`src/sv/lnde_pkg.sv`:
```
// ----------------------------------------------------------------------------
// lnde_pkg
// Types and constants shared by the line-number delta encoder modules.
// ----------------------------------------------------------------------------
package lnde_pkg;

  localparam int PC_W       = 16;
  localparam int LINE_W     = 16;
  localparam int BYTE_W     = 8;
  localparam int MAX_BYTES  = 5;
  localparam int BIDX_W     = 3;   // index of a byte within one encoded entry
  localparam int DELTA_W    = 17;  // 16-bit difference plus sign
  localparam int CFG_IDX_W  = 2;
  localparam int CFG_DATA_W = 16;

  // Configuration register indexes
  localparam logic [CFG_IDX_W-1:0] CFG_INITIAL_PC      = 2'd0;
  localparam logic [CFG_IDX_W-1:0] CFG_INITIAL_LINE    = 2'd1;
  localparam logic [CFG_IDX_W-1:0] CFG_WORD_BIG_ENDIAN = 2'd2;

  // Format tags
  localparam logic [1:0]        TAG_TWO_BYTE   = 2'b10;
  localparam logic [2:0]        TAG_THREE_BYTE = 3'b110;
  localparam logic [BYTE_W-1:0] TAG_FIVE_POS   = 8'hE0;
  localparam logic [BYTE_W-1:0] TAG_FIVE_NEG   = 8'hE1;

  typedef struct packed {
    logic [PC_W-1:0]   initial_pc;
    logic [LINE_W-1:0] initial_line;
    logic              word_big_endian;
  } lnde_cfg_t;

  // One classified entry: its bytes in send order, index of the final byte,
  // and the rejection flag.
  typedef struct packed {
    logic [MAX_BYTES-1:0][BYTE_W-1:0] bytes;
    logic [BIDX_W-1:0]                last_idx;
    logic                             err;
  } lnde_entry_t;

endpackage

```
`src/sv/lnde_front.sv`:
```
// ----------------------------------------------------------------------------
// lnde_front
// Accepts line-table entries, forms pc and line deltas against the previous
// entry and packs them into the shortest byte encoding.
// ----------------------------------------------------------------------------
module lnde_front (
  input  logic                        clk,
  input  logic                        rst_n,
  input  lnde_pkg::lnde_cfg_t         cfg,
  input  logic                        accept,
  input  logic [lnde_pkg::PC_W-1:0]   entry_pc,
  input  logic [lnde_pkg::LINE_W-1:0] entry_line,
  input  logic                        new_table,
  output lnde_pkg::lnde_entry_t       entry
);

  logic [lnde_pkg::PC_W-1:0]    prev_pc_r,   prev_pc_nxt;
  logic [lnde_pkg::LINE_W-1:0]  prev_line_r, prev_line_nxt;
  logic [lnde_pkg::PC_W-1:0]    base_pc;
  logic [lnde_pkg::LINE_W-1:0]  base_line;
  logic [lnde_pkg::DELTA_W-1:0] pd;
  logic signed [lnde_pkg::DELTA_W-1:0] ld;
  logic                         pd_neg;
  logic                         pd_le31, pd_le127;
  logic                         fmt_one, fmt_two, fmt_three;
  logic [15:0]                  word_a, word_b;

  function automatic logic [7:0] word_first(input logic [15:0] w, input logic be);
    return be ? w[15:8] : w[7:0];
  endfunction

  function automatic logic [7:0] word_second(input logic [15:0] w, input logic be);
    return be ? w[7:0] : w[15:8];
  endfunction

  always_comb begin
    base_pc   = new_table ? cfg.initial_pc   : prev_pc_r;
    base_line = new_table ? cfg.initial_line : prev_line_r;
    pd = {1'b0, entry_pc} - {1'b0, base_pc};
    ld = $signed({1'b0, entry_line} - {1'b0, base_line});
    pd_neg   = pd[lnde_pkg::DELTA_W-1];
    pd_le31  = (pd[15:5] == 11'd0);
    pd_le127 = (pd[15:7] == 9'd0);
    fmt_one   = pd_le31 && (ld >= 17'sd0) && (ld <= 17'sd3);
    fmt_two   = pd_le31 && (ld >= -17'sd256) && (ld <= 17'sd255);
    fmt_three = pd_le127 && (ld >= -17'sd8192) && (ld <= 17'sd8191);
  end

  always_comb begin
    entry  = '0;
    word_a = '0;
    word_b = '0;
    if (pd_neg) begin
      entry.err      = 1'b1;
      entry.last_idx = 3'd0;
    end else if (fmt_one) begin
      entry.bytes[0] = {1'b0, pd[4:0], ld[1:0]};
      entry.last_idx = 3'd0;
    end else if (fmt_two) begin
      entry.bytes[0] = {lnde_pkg::TAG_TWO_BYTE, pd[4:0], ld[8]};
      entry.bytes[1] = ld[7:0];
      entry.last_idx = 3'd1;
    end else if (fmt_three) begin
      word_a         = {pd[1:0], ld[13:0]};
      entry.bytes[0] = {lnde_pkg::TAG_THREE_BYTE, pd[6:2]};
      entry.bytes[1] = word_first(word_a, cfg.word_big_endian);
      entry.bytes[2] = word_second(word_a, cfg.word_big_endian);
      entry.last_idx = 3'd2;
    end else begin
      word_a         = pd[15:0];
      word_b         = ld[15:0];
      entry.bytes[0] = ld[lnde_pkg::DELTA_W-1] ? lnde_pkg::TAG_FIVE_NEG
                                               : lnde_pkg::TAG_FIVE_POS;
      entry.bytes[1] = word_first(word_a, cfg.word_big_endian);
      entry.bytes[2] = word_second(word_a, cfg.word_big_endian);
      entry.bytes[3] = word_first(word_b, cfg.word_big_endian);
      entry.bytes[4] = word_second(word_b, cfg.word_big_endian);
      entry.last_idx = 3'd4;
    end
  end

  // Seed on a new table even when the entry itself is rejected.
  always_comb begin
    prev_pc_nxt   = prev_pc_r;
    prev_line_nxt = prev_line_r;
    if (accept) begin
      if (pd_neg) begin
        prev_pc_nxt   = base_pc;
        prev_line_nxt = base_line;
      end else begin
        prev_pc_nxt   = entry_pc;
        prev_line_nxt = entry_line;
      end
    end
  end

  always_ff @(posedge clk) begin
    if (!rst_n) begin
      prev_pc_r   <= '0;
      prev_line_r <= '0;
    end else begin
      prev_pc_r   <= prev_pc_nxt;
      prev_line_r <= prev_line_nxt;
    end
  end

endmodule

```
`src/sv/lnde_queue.sv`:
```
// ----------------------------------------------------------------------------
// lnde_queue
// Short FIFO of classified entries between the front and the serializer.
// ----------------------------------------------------------------------------
module lnde_queue #(
  parameter int DEPTH = 2
) (
  input  logic                  clk,
  input  logic                  rst_n,
  input  logic                  push,
  input  lnde_pkg::lnde_entry_t push_data,
  output logic                  full,
  input  logic                  pop,
  output lnde_pkg::lnde_entry_t head,
  output logic                  valid
);

  localparam int PW = (DEPTH > 1) ? $clog2(DEPTH) : 1;
  localparam int CW = $clog2(DEPTH + 1);
  localparam logic [PW-1:0] LAST_PTR = PW'(DEPTH - 1);
  localparam logic [CW-1:0] FULL_CNT = CW'(DEPTH);

  lnde_pkg::lnde_entry_t slot_r [DEPTH];
  logic [PW-1:0] wr_ptr_r, wr_ptr_nxt;
  logic [PW-1:0] rd_ptr_r, rd_ptr_nxt;
  logic [CW-1:0] cnt_r, cnt_nxt;
  logic          do_push, do_pop;

  assign full    = (cnt_r == FULL_CNT);
  assign valid   = (cnt_r != '0);
  assign head    = slot_r[rd_ptr_r];
  assign do_push = push && !full;
  assign do_pop  = pop && valid;

  always_comb begin
    wr_ptr_nxt = wr_ptr_r;
    rd_ptr_nxt = rd_ptr_r;
    cnt_nxt    = cnt_r;
    if (do_push) begin
      wr_ptr_nxt = (wr_ptr_r == LAST_PTR) ? '0 : wr_ptr_r + 1'b1;
    end
    if (do_pop) begin
      rd_ptr_nxt = (rd_ptr_r == LAST_PTR) ? '0 : rd_ptr_r + 1'b1;
    end
    if (do_push && !do_pop) begin
      cnt_nxt = cnt_r + 1'b1;
    end else if (do_pop && !do_push) begin
      cnt_nxt = cnt_r - 1'b1;
    end
  end

  always_ff @(posedge clk) begin
    if (!rst_n) begin
      wr_ptr_r <= '0;
      rd_ptr_r <= '0;
      cnt_r    <= '0;
    end else begin
      wr_ptr_r <= wr_ptr_nxt;
      rd_ptr_r <= rd_ptr_nxt;
      cnt_r    <= cnt_nxt;
    end
  end

  always_ff @(posedge clk) begin
    if (do_push) begin
      slot_r[wr_ptr_r] <= push_data;
    end
  end

endmodule

```
`src/sv/lnde_back.sv`:
```
// ----------------------------------------------------------------------------
// lnde_back
// Serializes classified entries into one byte per request through an output
// register.
// ----------------------------------------------------------------------------
module lnde_back (
  input  logic                        clk,
  input  logic                        rst_n,
  input  logic                        q_valid,
  input  lnde_pkg::lnde_entry_t       q_head,
  output logic                        q_pop,
  output logic                        out_empty,
  input  logic                        out_pop,
  output logic [lnde_pkg::BYTE_W-1:0] out_byte,
  output logic                        out_last_byte,
  output logic                        out_pc_backwards
);

  lnde_pkg::lnde_entry_t           cur_r, cur_nxt;
  logic [lnde_pkg::BIDX_W-1:0]     idx_r, idx_nxt;
  logic                            busy_r, busy_nxt;
  logic                            out_valid_r, out_valid_nxt;
  logic [lnde_pkg::BYTE_W-1:0]     out_byte_r, out_byte_nxt;
  logic                            out_last_r, out_last_nxt;
  logic                            out_err_r, out_err_nxt;
  logic                            out_adv, emit, is_last, take;

  assign out_adv = !out_valid_r || out_pop;
  assign emit    = busy_r && out_adv;
  assign is_last = (idx_r == cur_r.last_idx);
  // Load the next entry as the final byte of the current one goes out.
  assign take    = q_valid && (!busy_r || (emit && is_last));
  assign q_pop   = take;

  always_comb begin
    cur_nxt       = take ? q_head : cur_r;
    idx_nxt       = idx_r;
    busy_nxt      = busy_r;
    out_valid_nxt = emit || (out_valid_r && !out_pop);
    out_byte_nxt  = out_byte_r;
    out_last_nxt  = out_last_r;
    out_err_nxt   = out_err_r;
    if (take) begin
      idx_nxt  = '0;
      busy_nxt = 1'b1;
    end else if (emit) begin
      idx_nxt  = idx_r + 1'b1;
      busy_nxt = !is_last;
    end
    if (emit) begin
      out_byte_nxt = cur_r.bytes[idx_r];
      out_last_nxt = is_last;
      out_err_nxt  = cur_r.err;
    end
  end

  always_ff @(posedge clk) begin
    if (!rst_n) begin
      busy_r      <= 1'b0;
      out_valid_r <= 1'b0;
      idx_r       <= '0;
    end else begin
      busy_r      <= busy_nxt;
      out_valid_r <= out_valid_nxt;
      idx_r       <= idx_nxt;
    end
  end

  always_ff @(posedge clk) begin
    cur_r      <= cur_nxt;
    out_byte_r <= out_byte_nxt;
    out_last_r <= out_last_nxt;
    out_err_r  <= out_err_nxt;
  end

  assign out_empty        = !out_valid_r;
  assign out_byte         = out_byte_r;
  assign out_last_byte    = out_last_r;
  assign out_pc_backwards = out_err_r;

endmodule

```
`src/sv/line_number_delta_encoder.sv`:
```
// ----------------------------------------------------------------------------
// line_number_delta_encoder
// Encodes line-table entries as pc/line deltas in 1, 2, 3 or 5 bytes.
// ----------------------------------------------------------------------------
// An entry is accepted whenever in_full is low, one per cycle, and is encoded
// in the cycle it is taken; the queue between the encoder and the serializer
// holds QUEUE_DEPTH encoded entries. Results leave one byte per cycle while
// out_pop is high, through a registered output; an entry has 1 to 5 bytes,
// with 5 for entries that need the long format. On its way out an entry
// passes the queue slot, the serializer's entry register and the output
// register. A rejected entry (pc going backwards) gives one
// byte of zero with out_pc_backwards set. Configuration registers take effect
// on the next accepted entry and should only be written while idle.
module line_number_delta_encoder #(
  parameter int QUEUE_DEPTH = 2
) (
  input  logic                            clk,
  input  logic                            rst_n,
  input  logic                            cfg_we,
  input  logic [lnde_pkg::CFG_IDX_W-1:0]  cfg_index,
  input  logic [lnde_pkg::CFG_DATA_W-1:0] cfg_data,
  input  logic                            in_push,
  output logic                            in_full,
  input  logic [lnde_pkg::PC_W-1:0]       in_entry_pc,
  input  logic [lnde_pkg::LINE_W-1:0]     in_entry_line,
  input  logic                            in_new_table,
  output logic                            out_empty,
  input  logic                            out_pop,
  output logic [lnde_pkg::BYTE_W-1:0]     out_byte,
  output logic                            out_last_byte,
  output logic                            out_pc_backwards
);

  lnde_pkg::lnde_cfg_t   cfg_r, cfg_nxt;
  lnde_pkg::lnde_entry_t fr_entry, q_head;
  logic                  accept, q_full, q_valid, q_pop;

  always_comb begin
    cfg_nxt = cfg_r;
    if (cfg_we) begin
      case (cfg_index)
        lnde_pkg::CFG_INITIAL_PC:      cfg_nxt.initial_pc      = cfg_data;
        lnde_pkg::CFG_INITIAL_LINE:    cfg_nxt.initial_line    = cfg_data;
        lnde_pkg::CFG_WORD_BIG_ENDIAN: cfg_nxt.word_big_endian = cfg_data[0];
        default:                       cfg_nxt = cfg_r;
      endcase
    end
  end

  always_ff @(posedge clk) begin
    if (!rst_n) begin
      cfg_r <= '0;
    end else begin
      cfg_r <= cfg_nxt;
    end
  end

  assign in_full = q_full;
  assign accept  = in_push && !q_full;

  lnde_front u_front (
    .clk        (clk),
    .rst_n      (rst_n),
    .cfg        (cfg_r),
    .accept     (accept),
    .entry_pc   (in_entry_pc),
    .entry_line (in_entry_line),
    .new_table  (in_new_table),
    .entry      (fr_entry)
  );

  lnde_queue #(
    .DEPTH (QUEUE_DEPTH)
  ) u_queue (
    .clk       (clk),
    .rst_n     (rst_n),
    .push      (accept),
    .push_data (fr_entry),
    .full      (q_full),
    .pop       (q_pop),
    .head      (q_head),
    .valid     (q_valid)
  );

  lnde_back u_back (
    .clk              (clk),
    .rst_n            (rst_n),
    .q_valid          (q_valid),
    .q_head           (q_head),
    .q_pop            (q_pop),
    .out_empty        (out_empty),
    .out_pop          (out_pop),
    .out_byte         (out_byte),
    .out_last_byte    (out_last_byte),
    .out_pc_backwards (out_pc_backwards)
  );

endmodule

```
`config.mk`:
```
export PLATFORM = sky130hd
export DESIGN_NAME = line_number_delta_encoder
export DESIGN_NICKNAME = d
export VERILOG_FILES = /design/src/sv/lnde_pkg.sv /design/src/sv/lnde_front.sv /design/src/sv/lnde_queue.sv /design/src/sv/lnde_back.sv /design/src/sv/line_number_delta_encoder.sv
export SDC_FILE = /design/constraint.sdc
export NUM_CORES = 1
export LEC_CHECK = 0
export ABC_AREA = 1
export BUFFER_PORTS_ARGS = -buffer_cell sky130_fd_sc_hd__buf_4
export CAP_MARGIN = 20
export CORE_MARGIN = 2
export CORE_UTILIZATION = 30
export CTS_CLUSTER_SIZE = 24
export DETAILED_ROUTE_END_ITERATION = 8
export SLEW_MARGIN = 20
export SYNTH_ARGS = -nofsm -noshare
export SYNTH_HDL_FRONTEND = slang
export SYNTH_HIERARCHICAL = 1
export SYNTH_SLANG_ARGS = --single-unit
export TNS_END_PERCENT = 1
```
`constraint.sdc`:
```
create_clock -name clk -period 6.3 [get_ports clk]
set_clock_uncertainty 0.05 [all_clocks]
set_input_delay 0.315 -clock clk [delete_from_list [all_inputs] [get_ports clk]]
set_output_delay 0.315 -clock clk [all_outputs]
set_load 0.005 [all_outputs]
```
==> results by group <==
Run status
  – Result of the run: complete, no violations

Timing
  – Max Freq: 260 MHz
  – Setup TNS: 0 ns
  – Setup repair after global routing missed its margin: false
  – Max-Slew Margin vs Limit: 0.364
  – Max-slew violation count: 0
  – Final-report hold violation count: 0
  – Period minus WS final: 3.84 ns
  – Transition at the pin with the smallest max-transition slack: 0.952 ns
  – Setup violations, final: 0
  – Final period util: 0.610

Critical path
  – Cells traversed along the worst timing path: buf_4 -> mux2i_1 -> ha_1 -> nand2_1 -> nand2_1 -> inv_2 -> nor2_1 -> nor2_1 -> nor3_1 -> a2111oi_0 -> nand2_1 -> inv_2 -> buf_4 -> nand2_1 -> o211ai_1 -> a21oi_1
  – Launch instance of the worst register-to-register path: cfg_r[26]
  – Data required time of the critical path: 6.67 ns
  – Critical path launch point type: primary input
  – CP delay by family, top: buffers and inverters
  – Slowest stage cell, crit path: sky130_fd_sc_hd__inv_2
  – Critical path class: in -> reg
  – Number of buffers and inverters on the critical path: 4
  – Arr. time, crit path: 4.21 ns
  – Type of destination of the critical path: flop
  – Reg2Reg Capture Point: u_front/prev_line_r[9]
  – Critical path's largest stage delay: 0.74 ns
  – R2R cell count: 15
  – Crit path max fanout: 44
  – Worst reg2reg setup slack: 2.49 ns
  – Worst path most repeated cell: sky130_fd_sc_hd__nand2_1

Synth
  – Synth top cells by count: 465 x sky130_fd_sc_hd__nand2_1, 175 x sky130_fd_sc_hd__inv_1, 146 x sky130_fd_sc_hd__nor2_1
  – EDFF count, synth: 142
  – Top FF cell, synth: sky130_fd_sc_hd__edfxtp_1
  – Post-synthesis cell type with the largest combined area: sky130_fd_sc_hd__edfxtp_1
  – Number of nets produced by synthesis: 1638
  – Syn Std Cell Area: 12700 sq um
  – Dominant cells by area after synthesis: sky130_fd_sc_hd__edfxtp_1 33%, sky130_fd_sc_hd__nand2_1 14%, sky130_fd_sc_hd__dfxtp_1 12%
  – Share of flip-flops with an asynchronous set or reset: 0
  – Avg Inst Size Synth: 8.25 sq um
  – Unique cell type count in the Yosys netlist: 49
  – Seq/Total Area, Yosys: 0.452
  – Number of synthesis warnings: 6
  – Synth Register Bits: 217
  – Portion of synthesized cell area occupied by the leading cell type: 0.335
  – Most frequent cell after synthesis: sky130_fd_sc_hd__nand2_1
  – Cell count after synthesis: 1545

Pwr
  – Worst voltage drop across the vdd grid: 0.000195 V
  – Sw power: 1820 uW
  – Power density of the placed cells: 362 nW/um^2
  – Power share of the combinational group: 0.340
  – Switching Fraction: 0.345
  – Internal power component: 3450 uW
  – Part of the power in registers: 0.414
  – Clock Power Share: 0.246
  – Leakage power summed over all cells: 0.00656 uW

Drt
  – Number of vias per cell: 4.73
  – Routed vias: 10200
  – Number of nets still failing antenna checks after routing: 0
  – Per-cell routed wire length: 15.0 microns
  – Overall routed net length: 32.5 mm
  – Number of DRC markers after the initial detailed-route iteration: 860
  – Number of remaining DRC errors: 0
  – Pre-Repair DR Iteration Count: 5

Final layout
  – Antenna diodes: 0
  – Area occupied by registers: 5770 sq um
  – Fill cells: 4336
  – Multi-input logic area: 5930 sq um
  – Share of post-route cells with drive strength above 1: 0.135
  – Number of nets at the end of the flow: 1700
  – Number of standard cells in the final layout excluding fillers: 2163
  – Layout overhead on the synthesized area: 14.4%

Placement
  – Port Buffers: 67
  – Gpl congestion: 0.903
  – Placed wire-length estimate after detailed placement: 24.1 mm
  – Inst Count DP: 2104

GRT
  – Total global routing overflow: 0
  – Initial antenna violation count: 0
  – Via count of the first global-routing pass: 9598
  – Gr usage total: 0.146
  – Global-route wire length before repair: 51.3 mm
  – Largest net degree at the start of global routing: 46

CTS
  – TritonCTS clock tree: yes
  – Clock root buffer master: sky130_fd_sc_hd__clkbuf_16
  – Htree depth: 1
  – Post-cts gate resize count: 0
  – Post-CTS setup repair buffer count: 0
  – Skew-Pair Late Insertion Delay: 0.54 ns
  – CTS clock-pin slew for the worst setup and hold paths: 0.06 ns
  – Longest Clk Path Bufs: 3
  – Num Clock Sinks: 217
  – Number of clock buffers inserted by TritonCTS: 23

Die
  – DIE WIDTH: 210 microns
  – Core Rows: 75
  – Y dimension of the die: 210 microns
  – Die outline area: 44100 sq um
  – Area of the core region: 41900 sq um
  – Effective utilization at floorplan: 0.304
  – Total I/O pin count: 68

Hold path
  – Kind of path behind the tightest hold check: in -> reg
  – Endpoint of the worst hold path: cfg_r[12]
  – Worst Hold Path Cells: 3
  – Hold wc startpoint: cfg_data[11]

Job
  – Reported max-cap violation count: 0
[layout by cell type, fill, tap and decap left out, drive strengths merged, types with 10 or more instances in the layout]
master / count
a21oi: 70
buf: 75
clkbuf: 32
clkinv: 10
dfxtp: 75
dlygate4sd3: 15
edfxtp: 142
ha: 35
inv: 192
mux2: 45
mux2i: 30
nand2: 485
nand3: 110
nand4: 21
nor2: 156
o211ai: 30
o21ai: 67
[kinds of logic (layout without fill, tap and decap cells)]
logic type,after synthesis,in the layout,share of synthesized area
buf+inv,247,326,0.0841
xor+xnor,13,13,0.0101
compound gates,170,170,0.0747
simple gates,786,786,0.266
flops,217,217,0.452
fa+ha+maj,37,37,0.0375
mux,75,75,0.0751
[final cells by class]
| class | instances | share of cell area |
|---|---|---|
| flip-flops and latches | 217 | 0.396 |
| well taps | 539 | 0.0463 |
| clock inverters | 11 | 0.00627 |
| inverters | 193 | 0.0501 |
| clock buffers | 31 | 0.0429 |
| repair buffers | 91 | 0.0520 |
| multi-input cells | 1081 | 0.407 |
[layer usage]
metal / global-route usage / vias up / routed length [microns] / share of wire
met5: 0 / - / 0 / 0
met4: 0.0364 / 0 / 705 / 0.022
met3: 0.0204 / 43 / 1500 / 0.046
met2: 0.238 / 268 / 14800 / 0.46
met1: 0.203 / 4733 / 15500 / 0.48
li1: - / 5195 / - / -
[timing repair]
action | in CTS | in global routing
endpoints found under the hold margin | 16 | 0
hold buffers | 15 | 0
setup endpoints to repair | 0 | 0
[worst min-delay path, delay by kind of cell]
kind / cells / cell delay (ns)
buffers and inverters: 1 / 0.08
and+or+nand+nor: 2 / 0.15
[power by group through the flow]
stage                     Clock [uW]  Sequential, uW  Combinational (uW)
after global routing            1390            2220                2010
after detailed placement           0            2210                1780
final                           1300            2180                1790
after floorplan                    0            2160                1350
after CTS                       1330            2190                1800
after global placement             0            2200                1760
[worst max path at each step]
stage / cells after the start / slack [ns] / start / end
finish: 16 / 2.46 / in_new_table / u_front/prev_line_r[9]
global route: 16 / 2.07 / in_new_table / u_front/prev_line_r[2]
CTS: 16 / 2.50 / in_new_table / u_front/prev_line_r[9]
detailed placement: 16 / 1.98 / in_new_table / u_front/prev_line_r[9]
global placement: 16 / 2.07 / in_new_table / u_front/prev_line_r[13]
floorplan: 23 / 2.82 / in_new_table / u_queue/slot_r[0][6]
[state kept, by name (all words and copies together), names as in the netlist, named ones only]
register,flops
cfg_r,33
u_front/prev_line_r,16
u_queue/wr_ptr_r,1
u_back/idx_r,3
u_back/out_pc_backwards,1
u_front/prev_pc_r,16
u_back/out_byte,8
u_queue/cnt_r,2
u_back/out_last_byte,1
u_back/busy_r,1
u_back/cur_r,44
u_back/out_valid_r,1
u_queue/rd_ptr_r,1
u_queue/slot_r,88
[metrics by stage]
stage | instance area, sq um | power (uW) | util | setup slack, ns | hold WS [ns]
finish | 14600 | 5270 | 0.347 | 2.46 | 0.00780
global placement | 13600 | 3960 | 0.325 | 2.07 | 0.365
floorplan | 12700 | 3520 | - | 2.82 | 0.350
global route | 14600 | 5610 | 0.347 | 2.07 | 0.00797
CTS | 14500 | 5310 | 0.346 | 2.50 | 0.00497
detailed placement | 13600 | 4000 | 0.325 | 1.98 | 0.376
Note: power is estimated with default switching activity, not from simulation.
